File: src/design/chm_pkg.sv
// ----------------------------------------------------------------------------
// chm_pkg
// types and codes shared by the chained hash map
// ----------------------------------------------------------------------------
package chm_pkg;

  localparam int KEY_W  = 20;
  localparam int VAL_W  = 20;

  typedef enum logic [1:0] {
    OP_PUT    = 2'd0,
    OP_GET    = 2'd1,
    OP_REMOVE = 2'd2,
    OP_NONE   = 2'd3
  } op_t;

  typedef enum logic [1:0] {
    ST_OK        = 2'd0,
    ST_NOT_FOUND = 2'd1,
    ST_FULL      = 2'd2
  } stat_t;

  typedef struct packed {
    op_t              operation;
    logic [KEY_W-1:0] lookup_key;
    logic [VAL_W-1:0] store_value;
  } req_t;

  typedef struct packed {
    stat_t            status;
    logic [VAL_W-1:0] found_value;
  } rsp_t;

  typedef enum logic [3:0] {
    S_CLEAR,
    S_IDLE,
    S_MOD,
    S_HEAD,
    S_NODE,
    S_REM2,
    S_MISS,
    S_ALLOC
  } state_t;

endpackage

File: src/design/chm_mod.sv
// ----------------------------------------------------------------------------
// chm_mod
// key modulo bucket count by reciprocal multiplication, registered as key, quotient, remainder
// ----------------------------------------------------------------------------
module chm_mod #(
  parameter int BUCKETS = 1024
) (
  input  logic                       clk,
  input  logic                       rst,
  input  logic                       go,
  input  logic [chm_pkg::KEY_W-1:0]  value,
  output logic                       done,
  output logic [$clog2(BUCKETS)-1:0] rem
);
  import chm_pkg::*;

  // quotient = (key * ceil(2^SH / BUCKETS)) >> SH is exact for every key
  localparam int BW = $clog2(BUCKETS);
  localparam int SH = KEY_W + BW;
  localparam int MW = KEY_W + 2;
  localparam int PW = KEY_W + MW;
  localparam logic [MW-1:0] RECIP =
    MW'(((64'd1 << SH) + 64'(BUCKETS) - 64'd1) / 64'(BUCKETS));

  logic             s1;
  logic             s2;
  logic [KEY_W-1:0] k;
  logic [KEY_W-1:0] q;
  logic [PW-1:0]    prod;
  logic [KEY_W-1:0] qd;
  logic [BW-1:0]    r;

  always_comb begin
    prod = PW'(k) * PW'(RECIP);
    qd   = q * KEY_W'(BUCKETS);
  end

  always_ff @(posedge clk) begin
    if (rst) begin
      s1   <= 1'b0;
      s2   <= 1'b0;
      done <= 1'b0;
    end else begin
      s1   <= go;
      s2   <= s1;
      done <= s2;
    end
  end

  // key, quotient, remainder
  always_ff @(posedge clk) begin
    if (go) begin
      k <= value;
    end
    if (s1) begin
      q <= KEY_W'(prod >> SH);
    end
    if (s2) begin
      r <= BW'(k - qd);
    end
  end

  assign rem = r;

endmodule

File: config.mk
export PLATFORM = sky130hd
export DESIGN_NAME = chm_mod
export DESIGN_NICKNAME = d
export VERILOG_FILES = /design/src/design/chm_pkg.sv /design/src/design/chm_mod.sv
export SDC_FILE = /design/constraint.sdc
export NUM_CORES = 1
export LEC_CHECK = 0
export BUFFER_PORTS_ARGS = -buffer_cell sky130_fd_sc_hd__buf_4
export CAP_MARGIN = 0
export CORE_UTILIZATION = 40
export CTS_BUF_LIST = sky130_fd_sc_hd__clkbuf_4 sky130_fd_sc_hd__clkbuf_8 sky130_fd_sc_hd__clkbuf_16
export CTS_CLUSTER_DIAMETER = 40
export DETAILED_ROUTE_END_ITERATION = 10
export PLACE_DENSITY_LB_ADDON = 0.1
export SLEW_MARGIN = 20
export SYNTH_ARGS = -nofsm -noshare
export SYNTH_HDL_FRONTEND = slang
export SYNTH_SLANG_ARGS = --single-unit
File: constraint.sdc
create_clock -name clk -period 1 [get_ports clk]
set_input_delay 0.2 -clock clk [delete_from_list [all_inputs] [get_ports clk]]
set_output_delay 0.2 -clock clk [all_outputs]
set_load 0.02 [all_outputs]
* After elaboration in Yosys (flattened, before gate mapping)
Cells that the tools add are included.
** Storage, ports and cells
- Register bits after elaboration :: 23
- Input port bits :: 23
- Output and inout port bits :: 11
- Word-level logic and storage cells :: 6
** Cells by class
- Add/sub/neg operators :: 1
** Operators with widths (number)
- $sub 10x1->10 const B :: 1

* Logic depth before layout (Yosys ltp)
Gate-level depths: netlist of run 1.
- Depth after elaboration :: 1
- Gate-level depth with buffers :: 1
- Gate-level depth less buffers :: 1

* Worst setup path before layout of run 1
Ideal clock, no wire load.
- Path type :: reg2reg
- Start :: register s2
- End :: register r[0], in the netlist rem[0], enable pin
- Setup time :: 343 ps
- Arrival :: 495 ps
- Required time :: 657 ps
- Slack :: 161 ps
- Cell stages (with the launch flop) :: 1
- Path buffers :: 0
- Clock period less this slack :: 839 ps
- Cells stage by stage :: dfxtp_1
** RTL lines
- start, declared :: line chm_mod.sv:26 : logic s2;
- start signal, assigned :: line chm_mod.sv:41 : s2 <= 1'b0;
- start signal, assigned :: line chm_mod.sv:45 : s2 <= s1;
- end signal, assigned :: line chm_mod.sv:59 : r <= BW'(k - qd);
- end, declared :: line chm_mod.sv:31 : logic [BW-1:0] r;
No word-level cell between the ends.

* Worst setup path after layout of run 1
- Start :: register r[8], in the netlist rem[8]
- End :: output rem[8]
** RTL lines
- end, declared :: line chm_mod.sv:13 : output logic [$clog2(BUCKETS)-1:0] rem
No word-level cell between the ends.

==> results.tsv, run 1 <==
stage	metric	value	unit
worst_hold_path	Hold Crit Start	rst	
placed_design	Placer Congestion	0.605	
layout	post-layout util	61.4	%
layout	post-route cell area	947	sq um
power	switching power	0.301	mW
drt	via count	334	
sta	Fin Hold WS	0.0601	ns
yosys	Syn Nets	49	
clock_network	clk buf depth	2	
clock_network	H-tree level count	1	
power	peak supply drop	1.05	mV
sta	Final Hold Vio Count	0	
sta	Tcrit/Tclk final	104	%
yosys	syn avg cell area	26.1	sq um
global_routing	first-pass GRT wire length	1.41	mm
critical_path	critical path peak fanout	1	
layout	share of layout cells above drive strength 1	51.9	%
clock_network	clock-pin transition on the worst setup and hold timing paths	0.12	ns
power	Pwr per Cell Area	1730	nW/um^2
critical_path	R2R Setup Slk	0.17	ns
power	Sw Share	18.4	%
flow_run	MaxCap Viol Count	0	
drt	vias per std cell	4.77	
yosys	part of the Yosys area used for sequential elements	97.2	%
drt	Avg WL per Cell	13.1	microns
placed_design	area post-placement	880	sq um
power	Clock Power Share	26.0	%
critical_path	Worst Setup Start Kind	register	
sta	fin worst setup slack	-0.0421	ns
sta	count of pins over their slew limit	0	
sta	final setup fails	10	
die	CORE AREA	1540	sq um
critical_path	crit-path cells	buf_6	
sta	Fmax	960	MHz
sta	Slew @ Worst Pin	0.149	ns
layout	P&R area growth vs syn	39.4	%
die	I/O pins	34	
global_routing	initial antenna violation count	0	
placed_design	PortBufs	23	
clock_network	TritonCTS Buffers	3	
power	combinational share of power	6.0	%
die	DIE AREA	1870	sq um
clock_network	post-CTS resize count	9	
critical_path	FF-to-FF path depth	1	
sta	clock skew	0.00700	ns
clock_network	clk sinks	23	
die	Die X	43.2	microns
global_routing	pin count of the biggest net entering global routing	13	
die	die height	43.2	microns
yosys	Synth cell types	3	
critical_path	WP buf/inv	1	
yosys	synthesized flop and latch total	23	
die	row count	14	
layout	most frequent cells in the layout	20 x edfxtp_1, 14 x buf_4, 10 x buf_6	
drt	Iteration-0 DRC Markers	4	
layout	Total Nets Final	78	
die	Starting Density	44.1	%
drt	Antenna Nets Post-Route	0	
clock_network	CTS Hold Buffers Added	0	
drt	routed wire length	914	microns
status	status	finished, violations left	
sta	fin crit period	1.04	ns
critical_path	Top Family by Delay on Critical Path	flip-flops	
critical_path	worst path arrival time	0.84	ns
layout	commonest non-fill, non-tap cell in the layout	edfxtp_1	
sta	RSZ-0062 raised after global routing	true	
clock_network	CTS tree	built	
power	Final Power	1.64	mW
layout	antenna cells	0	
yosys	Mapped Area	679	sq um
global_routing	grt total ovfl	0	
yosys	Ys Warns	0	
critical_path	kind of critical path	reg2out	
critical_path	Critical R2R Launch	s2	
drt	DRC errors left	0	
critical_path	Crit. End Element	output port	
worst_hold_path	hold path endpoint	s1	
clock_network	worst skew pair latency	0.29	ns
worst_hold_path	hold depth	2	
critical_path	RR Endpoint	rem[3]	
critical_path	Worst Path Required	0.80	ns
power	Seq pwr share	68.0	%
yosys	Synth Instances	26	
power	P_leak	0.368	nW
clock_network	CTS Root Cell	clkbuf_4	
critical_path	critical path depth	1	
status	failing checks	setup timing	
power	internal cell power	1.34	mW
worst_hold_path	Hold WC Path Type	in2reg	
critical_path	CP max stage delay	0.40	ns
clock_network	Setup Buffers After CTS	0	
global_routing	vias in the first global route	341	
drt	DR pass1 iterations	3	
global_routing	GRT Util Overall	10.9	%
critical_path	slowest CP cell	edfxtp_1	
sta	headroom to the max-slew limit	90.0	%
state kept, by name (all words and copies together) (netlist names):
signal  flops
k          10
rem        10
done        1
s1          1
s2          1
cells by family (layout without fill, tap and decap cells):
logic type,count (synthesis),in the layout,share of synthesized area (%)
buffers and inverters,0,28,0
DFF,23,23,97.2
and+or+nand+nor,3,3,2.76
synth_stat cells:
| cell | instances | share of area [%] |
|---|---|---|
| nor2b_1 | 3 | 2.8 |
| edfxtp_1 | 20 | 88 |
| dfxtp_1 | 3 | 8.8 |
worst max-delay path by stage:
stage,start,to,slack [ns]
finish,rem[8],rem[8],-0.04
global route,rem[4],rem[4],-0.08
CTS,rem[4],rem[4],-0.06
detailed placement,s2,rem[9],0.20
global placement,s2,rem[9],0.23
floorplan,s2,rem[0],0.16
area by class of cell:
type                            instances  area (sq um)
Multi-Input combinational cell          3          18.8
Fill cell                             119           594
Clock buffer                            4          30.0
Sequential cell                        23           661
Timing Repair Buffer                   24           218
Tap cell                               16          20.0
metal layers:
metal / up-vias / global-route usage (%) / share of wire, %
met5: - / 0 / 0
met4: 0 / 3.64 / 0
met3: 0 / 3.83 / 3.8
met2: 13 / 20.0 / 62
met1: 166 / 11.3 / 34
li1: 155 / - / -
metrics by stage:
step                      setup TNS, ns  setup slack (ns)  std cells
after detailed placement              0             0.204         66
after global placement                0             0.233         66
final                            -0.331           -0.0421         70
after global routing             -0.731           -0.0831         70
after CTS                        -0.470           -0.0574         70
after floorplan                       0             0.161         26
power by group through the flow:
stage          sequential (mW)  clock [mW]  combinational, mW
2_1_floorplan             1.15           0            0.00317
3_3_place_gp              1.13           0             0.0897
3_5_place_dp              1.14           0             0.0932
4_1_cts                   1.12       0.444             0.0996
5_1_grt                   1.12       0.478              0.105
6_report                  1.12       0.426             0.0991
Power figures use the tool's default switching activity.
==> run 2, diff against run 1 <==
--- a/config.mk
+++ b/config.mk
@@ -7,6 +7,7 @@
 export LEC_CHECK = 0
 export BUFFER_PORTS_ARGS = -buffer_cell sky130_fd_sc_hd__buf_4
 export CAP_MARGIN = 0
+export CORE_ASPECT_RATIO = 1.1
 export CORE_UTILIZATION = 40
 export CTS_BUF_LIST = sky130_fd_sc_hd__clkbuf_4 sky130_fd_sc_hd__clkbuf_8 sky130_fd_sc_hd__clkbuf_16
 export CTS_CLUSTER_DIAMETER = 40
==> results.tsv, run 2 (synthesis results as in run 1) <==
stage	metric	value	unit	change
status	status	finished, violations left		unchanged
status	failing checks	setup timing		unchanged
global_routing	pin count of the biggest net entering global routing	13		unchanged
clock_network	TritonCTS Buffers	3		unchanged
critical_path	R2R Setup Slk	0.23	ns	was 0.17 ns
global_routing	vias in the first global route	299		was 341
worst_hold_path	Hold Crit Start	rst		unchanged
layout	share of layout cells above drive strength 1	52.7	%	was 51.9%
power	Final Power	1.64	mW	about the same
sta	final setup fails	10		unchanged
placed_design	Placer Congestion	0.623		was 0.605
clock_network	clk sinks	23		unchanged
layout	post-layout util	60.6	%	was 61.4%
sta	fin worst setup slack	-0.0321	ns	was -0.0421 ns
clock_network	clock-pin transition on the worst setup and hold timing paths	0.11	ns	was 0.12 ns
clock_network	worst skew pair latency	0.29	ns	about the same
critical_path	crit path from	rem[9]		was rem[8]
worst_hold_path	hold depth	2		unchanged
layout	Total Nets Final	79		was 78
sta	RSZ-0062 raised after global routing	true		unchanged
critical_path	kind of critical path	reg2out		unchanged
layout	P&R area growth vs syn	40.7	%	was 39.4%
power	peak supply drop	0.895	mV	was 1.05 mV
critical_path	FF-to-FF path depth	1		unchanged
placed_design	PortBufs	23		unchanged
drt	Antenna Nets Post-Route	0		unchanged
die	CORE AREA	1580	sq um	was 1540 sq um
critical_path	worst path arrival time	0.83	ns	was 0.84 ns
drt	routed wire length	895	microns	was 914 microns
die	row count	15		was 14
drt	DR pass1 iterations	2		was 3
drt	Iteration-0 DRC Markers	3		was 4
global_routing	initial antenna violation count	0		unchanged
layout	area of the multi-input gates	18.8	sq um	unchanged
layout	antenna cells	0		unchanged
critical_path	Crit. End Element	output port		unchanged
drt	via count	315		was 334
layout	Fillers	134		was 119
clock_network	clk buf depth	2		unchanged
layout	commonest non-fill, non-tap cell in the layout	edfxtp_1		unchanged
flow_run	MaxCap Viol Count	0		unchanged
critical_path	Critical R2R Launch	s2		unchanged
clock_network	post-CTS resize count	8		was 9
clock_network	CTS Root Cell	clkbuf_4		unchanged
sta	clock skew	0.00106	ns	was 0.00700 ns
worst_hold_path	Hold WC Path Type	in2reg		unchanged
critical_path	RR Endpoint	rem[4]		was rem[3]
critical_path	Top Family by Delay on Critical Path	flip-flops		unchanged
critical_path	Worst Setup Start Kind	register		unchanged
sta	Fin Hold WS	0.0657	ns	was 0.0601 ns
sta	Fmax	969	MHz	was 960 MHz
clock_network	Setup Buffers After CTS	0		unchanged
worst_hold_path	hold path endpoint	s1		unchanged
power	Pwr per Cell Area	1710	nW/um^2	was 1730 nW/um^2
sta	Slew @ Worst Pin	0.139	ns	was 0.149 ns
layout	Sequential Area	661	sq um	unchanged
sta	Tcrit/Tclk final	103	%	was 104%
critical_path	critical path peak fanout	1		unchanged
placed_design	pre-CTS WS	0.243	ns	was 0.204 ns
global_routing	grt total ovfl	0		unchanged
sta	count of pins over their slew limit	0		unchanged
sta	Final Hold Vio Count	0		unchanged
drt	vias per std cell	4.38		was 4.77
critical_path	WP buf/inv	1		unchanged
drt	DRC errors left	0		unchanged
critical_path	crit-path cells	buf_6		unchanged
die	Starting Density	43.1	%	was 44.1%
die	DIE AREA	1870	sq um	about the same
die	I/O pins	34		unchanged
clock_network	H-tree level count	1		unchanged
global_routing	first-pass GRT wire length	1.28	mm	was 1.41 mm
drt	Avg WL per Cell	12.4	microns	was 13.1 microns
die	Die X	41.3	microns	was 43.2 microns
sta	fin crit period	1.03	ns	was 1.04 ns
global_routing	GRT Util Overall	10.7	%	was 10.9%
clock_network	CTS Hold Buffers Added	0		unchanged
critical_path	Worst Path Required	0.80	ns	about the same
sta	headroom to the max-slew limit	90.7	%	was 90.0%
power	P_leak	0.374	nW	was 0.368 nW
critical_path	slowest CP cell	edfxtp_1		unchanged
layout	most frequent cells in the layout	20 x edfxtp_1, 15 x buf_4, 10 x buf_6		was 20 x edfxtp_1, 14 x buf_4, 10 x buf_6
die	die height	45.2	microns	was 43.2 microns
clock_network	CTS tree	built		unchanged
critical_path	CP max stage delay	0.40	ns	about the same
placed_design	DPL Wire Length	649	microns	
-- run 2: how the worst max path moves through the flow --
stage	cells after the start	slack, ns	end
3_5_place_dp	1	0.24	rem[4]
4_1_cts	1	-0.05	rem[0]
6_report	1	-0.03	rem[9]
2_1_floorplan	0	0.16	rem[0]
3_3_place_gp	1	0.25	rem[4]
5_1_grt	1	-0.09	rem[7]
-- run 2: stage by stage --
step,cells,TNS (ns),instance area [sq um]
floorplan,26,0,679
global placement,68,0,888
detailed placement,68,0,888
CTS,72,-0.404,948
global route,72,-0.793,956
finish,72,-0.249,956
-- run 2: per-layer routing --
layer	vias up	GRT usage [%]	wire length [microns]
met3	0	4.43	38
met4	0	1.94	0
met2	13	19.1	548
li1	156	-	-
met1	146	11.7	308
met5	-	0	0
-- run 2: area by class of cell --
type | count | area share [%]
tap | 17 | 2.23
sequential | 23 | 69.1
clock buffer | 4 | 3.14
multi-input combinational | 3 | 1.96
timing repair buffer | 25 | 23.6
-- run 2: where the power goes --
group	switching (mW)	internal (mW)
registers	0.0147	1.10
logic	0.0420	0.0583
clock network	0.240	0.182
==> run 3, diff against run 2 <==
--- a/config.mk
+++ b/config.mk
@@ -5,6 +5,7 @@
 export SDC_FILE = /design/constraint.sdc
 export NUM_CORES = 1
 export LEC_CHECK = 0
+export ABC_AREA = 1
 export BUFFER_PORTS_ARGS = -buffer_cell sky130_fd_sc_hd__buf_4
 export CAP_MARGIN = 0
 export CORE_ASPECT_RATIO = 1.1
==> results.tsv, run 3 <==
stage	metric	value	unit	change
layout	share of layout cells above drive strength 1	50.0	%	was 52.7%
yosys	Commonest cells post-synth	20 x edfxtp_1, 3 x dfxtp_1, 3 x inv_1, 3 x nor2_1		was 20 x edfxtp_1, 3 x dfxtp_1, 3 x nor2b_1
critical_path	R2R Setup Slk	0.19	ns	was 0.23 ns
yosys	top_reg_cell synth	edfxtp_1		unchanged
global_routing	met2 Use GR	21.9	%	was 19.1%
drt	routed wire length	987	microns	was 895 microns
drt	vias per std cell	4.65		was 4.38
critical_path	Top Family by Delay on Critical Path	flip-flops		unchanged
global_routing	met3 Use GR	2.80	%	was 4.43%
layout	antenna cells	0		unchanged
clock_network	clk buf depth	2		unchanged
yosys	cell type with the highest aggregate area in the netlist	edfxtp_1		unchanged
layout	most frequent cells in the layout	20 x edfxtp_1, 15 x buf_4, 10 x buf_6		unchanged
yosys	part of the Yosys area used for sequential elements	96.7	%	was 97.2%
critical_path	slowest CP cell	edfxtp_1		unchanged
global_routing	vias in the first global route	328		was 299
global_routing	pin count of the biggest net entering global routing	13		unchanged
critical_path	worst path arrival time	0.85	ns	was 0.83 ns
placed_design	PortBufs	23		unchanged
clock_network	worst skew pair latency	0.30	ns	was 0.29 ns
power	peak supply drop	0.899	mV	was 0.895 mV
sta	headroom to the max-slew limit	90.3	%	was 90.7%
critical_path	critical path peak fanout	1		unchanged
sta	Slew @ Worst Pin	0.145	ns	was 0.139 ns
drt	via count	349		was 315
yosys	synthesized flop and latch total	23		unchanged
yosys	Ys Warns	0		unchanged
sta	fin worst setup slack	-0.0463	ns	was -0.0321 ns
layout	post-layout util	60.9	%	was 60.6%
layout	commonest non-fill, non-tap cell in the layout	edfxtp_1		unchanged
sta	Final Hold Vio Count	0		unchanged
die	DIE AREA	1880	sq um	was 1870 sq um
global_routing	GRT Util Overall	10.8	%	was 10.7%
critical_path	Crit. End Element	output port		unchanged
yosys	synth top area cells	edfxtp_1 88%, dfxtp_1 8.8%, inv_1 1.6%		was edfxtp_1 88%, dfxtp_1 8.8%, nor2b_1 2.8%
clock_network	CTS Root Cell	clkbuf_4		unchanged
critical_path	Worst Path Required	0.80	ns	about the same
critical_path	WP buf/inv	1		unchanged
layout	P&R area growth vs syn	40.5	%	was 40.7%
die	row count	15		unchanged
drt	DRC errors left	0		unchanged
clock_network	clock-pin transition on the worst setup and hold timing paths	0.11	ns	about the same
critical_path	crit-path cells	buf_6		unchanged
clock_network	clk sinks	23		unchanged
global_routing	met1 usage	8.15	%	was 11.7%
layout	Total Nets Final	82		was 79
sta	clock skew	0.00550	ns	was 0.00106 ns
worst_hold_path	Hold WC Path Type	in2reg		unchanged
power	P_leak	0.383	nW	was 0.374 nW
critical_path	Worst Setup Start Kind	register		unchanged
global_routing	GR peak layer	met2		unchanged
yosys	Synth cell types	4		was 3
clock_network	Setup Buffers After CTS	0		unchanged
sta	fin crit period	1.05	ns	was 1.03 ns
clock_network	CTS tree	built		unchanged
flow_run	MaxCap Viol Count	0		unchanged
global_routing	first-pass GRT wire length	1.34	mm	was 1.28 mm
clock_network	H-tree level count	1		unchanged
sta	Fin Hold WS	0.0551	ns	was 0.0657 ns
clock_network	TritonCTS Buffers	3		unchanged
sta	RSZ-0062 raised after global routing	true		unchanged
die	CORE AREA	1580	sq um	unchanged
drt	DR pass1 iterations	4		was 2
die	die height	45.3	microns	was 45.2 microns
yosys	Synth Instances	29		was 26
critical_path	kind of critical path	reg2out		unchanged
yosys	syn avg cell area	23.6	sq um	was 26.1 sq um
yosys	Syn Nets	52		was 49
critical_path	CP max stage delay	0.40	ns	about the same
die	Die X	41.4	microns	was 41.3 microns
global_routing	initial antenna violation count	0		unchanged
die	I/O pins	34		unchanged
power	Pwr per Cell Area	1720	nW/um^2	was 1710 nW/um^2
placed_design	Placer Congestion	0.643		was 0.623
sta	count of pins over their slew limit	0		unchanged
status	status	finished, violations left		unchanged
layout	Fillers	130		was 134
yosys	asr flop ratio synth	0	%	unchanged
sta	Fmax	956	MHz	was 969 MHz
yosys	area share of the largest cell type after synthesis	87.9	%	was 88.4%
yosys	EDFF count, synth	20		unchanged
global_routing	grt total ovfl	0		unchanged
drt	Iteration-0 DRC Markers	10		was 3
status	failing checks	setup timing		unchanged
drt	Antenna Nets Post-Route	0		unchanged
placed_design	DPL Wire Length	732	microns	was 649 microns
yosys	most common cell in the synthesized netlist	edfxtp_1		unchanged
yosys	Mapped Area	683	sq um	was 679 sq um
drt	Avg WL per Cell	13.2	microns	was 12.4 microns
sta	Tcrit/Tclk final	105	%	was 103%
sta	final setup fails	10		unchanged
die	Starting Density	43.3	%	was 43.1%
==> run 3: cell count changes in the layout (fill, tap and decap cells not counted) <==
cell,before,now
nor2_1,0,3
inv_1,0,3
nor2b_1,3,0
==> run 3: repair_timing <==
action | in CTS | in global routing
gates resized for setup | 9 | 1
hold buffers | 0 | 0
endpoints found under the setup margin | 10 | 10
pin swaps | 0 | 0
==> run 3: per-stage QoR <==
step | instance area [sq um] | setup WS [ns] | setup TNS [ns] | total power, mW | cells
6_report | 960 | -0.0463 | -0.371 | 1.65 | 75
5_1_grt | 960 | -0.0922 | -0.721 | 1.69 | 75
3_5_place_dp | 892 | 0.213 | 0 | 1.23 | 71
4_1_cts | 956 | -0.0622 | -0.518 | 1.66 | 75
3_3_place_gp | 892 | 0.210 | 0 | 1.22 | 71
2_1_floorplan | 683 | 0.155 | 0 | 1.16 | 29
==> run 3: area by class of cell <==
cell class                 instances  area, sq um  area share, %
inverter                           3         11.3           1.17
clock buffer                       4         30.0           3.13
sequential                        23          661           68.8
multi-input combinational          3         11.3           1.17
tap                               17         21.3           2.22
timing repair buffer              25          225           23.5
==> run 3: cells by family (layout without fill, tap and decap cells) <==
group	after synthesis	after routing	synth area share, %
simple gates	3	3	1.65
flops	23	23	96.7
buf+inv	3	32	1.65
==> run 3: path summary, 6_finish.rpt <==
check	cells after the start	end	startpoint
max	1	rem[0]	rem[0]
min	2	s1	rst
max reg2reg	1	rem[4]	s2
min reg2reg	2	s2	s1
==> run 3: power breakdown <==
| part | total, mW | switching [mW] | internal, mW |
|---|---|---|---|
| combinational | 0.101 | 0.0439 | 0.0575 |
| clock | 0.427 | 0.245 | 0.182 |
| sequential | 1.12 | 0.0162 | 1.10 |
==> run 3: routing by layer <==
layer	up-vias	part of all wire [%]
li1	162	-
met1	166	35
met2	19	58
met3	2	5.5
met4	0	0.91
met5	-	0
